$ cat config.mk
export PLATFORM = sky130hd
export DESIGN_NAME = mpm_div
export DESIGN_NICKNAME = d
export VERILOG_FILES = /design/src/rtl/core/mpm_div.sv
export SDC_FILE = /design/constraint.sdc
export NUM_CORES = 2
export LEC_CHECK = 0
export ABC_CLOCK_PERIOD_IN_PS = 7400
export BUFFER_PORTS_ARGS = -buffer_cell sky130_fd_sc_hd__buf_2
export CAP_MARGIN = 5
export CORE_MARGIN = 3
export CORE_UTILIZATION = 45
export DETAILED_ROUTE_END_ITERATION = 16
export PLACE_DENSITY = 0.72
export SLEW_MARGIN = 20
export SYNTH_ARGS = -nofsm -noshare
export SYNTH_HDL_FRONTEND = slang
export SYNTH_SLANG_ARGS = --single-unit
$ cat constraint.sdc
create_clock -name i_clk -period 7.4 [get_ports i_clk]
set_clock_uncertainty 0.1 [all_clocks]
set_input_delay 1.85 -clock i_clk [delete_from_list [all_inputs] [get_ports i_clk]]
set_output_delay 1.85 -clock i_clk [all_outputs]
set_load 0.01 [all_outputs]
$ cat src/rtl/core/mpm_div.sv
`timescale 1ns / 1ps
// ============================================================================
// mpm_div
// Pipelined restoring divider, one quotient bit per stage.
// ============================================================================
module mpm_div #(
    parameter int NUM_W = 43,
    parameter int DEN_W = 14
) (
    input  logic             i_clk,
    input  logic             i_en,
    input  logic [NUM_W-1:0] i_num,
    input  logic [DEN_W-1:0] i_den,
    output logic [NUM_W-1:0] o_quo
);
    // Partial remainder and a word that shifts dividend bits out and quotient bits in.
    logic [DEN_W-1:0] r_rem [NUM_W];
    logic [NUM_W-1:0] r_nq  [NUM_W];

    genvar g;
    generate
        for (g = 0; g < NUM_W; g++) begin : g_stage
            logic [DEN_W-1:0] w_rem_in;
            logic [NUM_W-1:0] w_nq_in;
            logic [DEN_W:0]   w_trial;
            logic             w_ge;
            logic [DEN_W:0]   w_diff;

            if (g == 0) begin : g_first
                assign w_rem_in = '0;
                assign w_nq_in  = i_num;
            end else begin : g_next
                assign w_rem_in = r_rem[g-1];
                assign w_nq_in  = r_nq[g-1];
            end

            // Bring down the next dividend bit and try a subtract.
            assign w_trial = {w_rem_in, w_nq_in[NUM_W-1]};
            assign w_ge    = (w_trial >= {1'b0, i_den});
            assign w_diff  = w_trial - {1'b0, i_den};

            always_ff @(posedge i_clk) begin
                if (i_en) begin
                    r_rem[g] <= w_ge ? w_diff[DEN_W-1:0] : w_trial[DEN_W-1:0];
                    r_nq[g]  <= {w_nq_in[NUM_W-2:0], w_ge};
                end
            end
        end
    endgenerate

    assign o_quo = r_nq[NUM_W-1];
endmodule

==> key figures <==
Status
  • Status: finished, final reports clean

GRT
  • Grt total ovfl: 0
  • Total track usage: 0.155
  • Initial antenna violation count: 3
  • Largest net degree at the start of global routing: 197
  • Vias in the first global route: 57000
  • First-pass GRT wire length: 304000 um

Synthesis
  • Post-synth EDFFs: 2437
  • Mapped Area: 106000 um^2
  • Post-synthesis sequential area ratio: 0.692
  • Mapped Cells: 6918
  • Main synth FF type: edfxtp_1
  • Post-synth top area share: 0.692
  • Synth area leaders: edfxtp_1 69%, ha_1 7.5%, mux2_2 2.3%
  • Yosys warnings: 0
  • Commonest cells post-synth: 2437 x edfxtp_1, 631 x ha_1, 469 x a21oi_1
  • Netlist cell types: 86
  • Synth Register Bits: 2437
  • Syn nets: 7649
  • Async set-reset flop share out of synthesis: 0
  • Count leader, synth: edfxtp_1
  • Leading area contributor after synthesis: edfxtp_1
  • Syn_area_per_cell: 15.3 um^2

Clock network
  • Clock Sink Count: 2437
  • Setup Buffers After CTS: 0
  • CTS Buf Count: 277
  • CTS root buf: clkbuf_16
  • CTS H-tree lvls: 5
  • Clock Latency Late Sink: 910 ps
  • Reg clk slew, reported paths: 60 ps
  • CTS tree: built
  • Max Root-Sink Buffers: 4
  • Cts repair resizes: 0
  • Hold_buf cts: 0

STA
  • Final hold viol count: 0
  • Worst-Margin Slew: 1140 ps
  • Max-slew headroom: 0.242
  • Max frequency: 192 MHz
  • Setup TNS: 0 ps
  • Post-route minimum period: 5210 ps
  • Fin crit share: 0.703
  • Slew Limit Fails: 0
  • RSZ-0062 raised after global routing: false
  • Setup violations, final: 0

Critical path
  • Crit path kind: in2reg
  • CP startpoint kind: input pin
  • Crit-path max FO: 27
  • CP Capture Type: flop
  • Crit path DAT: 5730 ps
  • CP Data Required Time: 7930 ps

Power and ir drop
  • Net Sw Frac: 0.309
  • Peak supply drop: 253 uV
  • P_sw: 15.1 mW
  • Clock share of power: 0.267
  • Cell Pwr Density: 408 nW/um^2
  • Leakage dissipation: 43.7 nW
  • Sequential power share: 0.413
  • Internal power: 33.7 mW
  • Comb power frac: 0.320

Placed design
  • Placer's final routability congestion estimate: 0.868
  • Placed Cells: 10200
  • PortBufs: 101
  • Dpl hpwl: 120000 um

Finish
  • # diodes: 0
  • Register Area: 73200 um^2
  • Finished Layout Cells: 10600
  • Area Overhead vs Synth: 12.9%
  • Share of cells above drive strength 1: 0.122
  • Final Net Count: 8044
  • Multi-input gate area: 31300 um^2
  • Fillers: 19000

Route
  • WL/cell: 17.9 um
  • DRT antenna net count: 0
  • DRC viols: 0
  • Vias/cell: 5.39
  • Vias: 57400
  • Pre-Repair DR Iteration Count: 6
  • Initial DRC count: 4533
  • Final wirelength: 191000 um

Floorplanning
  • IO Count: 102
  • Core ar.: 233000 um^2
  • Num rows: 177
  • Die footprint: 241000 um^2
  • Die span in y: 491 um
  • Initial Util: 0.454
  • Die Span X: 491 um

Worst hold path
  • HP Class: reg2reg

Flow run
  • Max cap viols: 0
==> routing by layer <==
layer	wire length, um	global-route usage	vias up	part of all wire
met2	88600	0.248	1385	0.46
met1	85700	0.212	27900	0.45
met4	7020	0.0601	0	0.037
li1	-	-	27700	-
met5	0	0	-	0
met3	9350	0.0265	462	0.049
==> critical path, cell delays in order <==
cell and delay [ps]:
buf_2 120, clkinv_2 720, buf_4 530, buf_4 210, ha_1 360, o21a_1 130
o31a_1 140, o41ai_2 370, o31ai_1 200, a41oi_4 660, mux2_2 410
==> placed cells by master, fill, tap and decap left out, types with 28 or more instances in the layout <==
cell / instances
edfxtp_1: 2437
ha_1: 631
a21oi_1: 469
nor2_1: 410
o21ai_0: 360
nand2_1: 284
clkbuf_16: 284
inv_1: 227
mux2_2: 217
xnor2_1: 206
a21o_1: 178
xor2_1: 176
nor3_1: 108
o21a_1: 101
buf_2: 99
nor2b_1: 88
buf_4: 73
nand4_1: 64
o21bai_1: 55
clkbuf_1: 55
a211oi_1: 53
nand3_1: 50
a31oi_1: 50
o31ai_1: 50
or2_2: 46
clkinv_2: 41
fa_1: 41
nand2b_1: 40
clkinv_1: 39
o31a_1: 38
mux2i_1: 31
and3_1: 28
==> final timing paths <==
kind | start | endpoint | slack, ps | cells past startpoint
setup / recovery | i_den[5] | r_rem[1][216] | 2190 | 11
setup reg to reg | r_rem[1][98] | r_rem[1][122] | 3850 | 9
hold / removal | r_nq[0][602] | r_nq[0][646] | 270 | 0
hold reg to reg | r_nq[0][602] | r_nq[0][646] | 270 | 0
==> cells by family after synthesis <==
family	share of synthesized area
buf+inv	0.0126
compound gates	0.0977
xor+xnor	0.0316
fa+ha+maj	0.0824
mux	0.0277
simple gates	0.0560
flops	0.692
==> layout make-up <==
| type | instances | area share |
|---|---|---|
| inverter | 240 | 0.00762 |
| clock buffer | 339 | 0.0612 |
| sequential | 2437 | 0.613 |
| timing repair buffer | 195 | 0.0126 |
| clock inverter | 136 | 0.0112 |
| tap | 3132 | 0.0328 |
| multi-input combinational | 4162 | 0.262 |
==> sequential cells by signal, indices dropped and copies added (netlist names) <==
name,flops
r_rem,588
r_nq,1849
==> per-stage QoR <==
step	worst slack (ps)	util	hold WS (ps)	power (mW)	instance area, um^2
after global placement	1390	0.475	300	35.2	111000
after CTS	2160	0.512	268	49.1	119000
after detailed placement	1240	0.475	305	35.7	111000
after floorplan	360	-	300	32.0	106000
final	2190	0.512	270	48.7	119000
after global routing	2040	0.512	270	51.8	119000
==> power groups by stage <==
| stage | Sequential (mW) | Combinational [mW] | Clock [mW] |
|---|---|---|---|
| floorplan | 19.7 | 12.3 | 0 |
| global placement | 20.4 | 14.8 | 0 |
| detailed placement | 20.4 | 15.4 | 0 |
| CTS | 20.1 | 15.5 | 13.5 |
| global route | 20.3 | 17.4 | 14.0 |
| finish | 20.1 | 15.6 | 13.0 |
No activity file was read; power rests on OpenSTA's default activity.
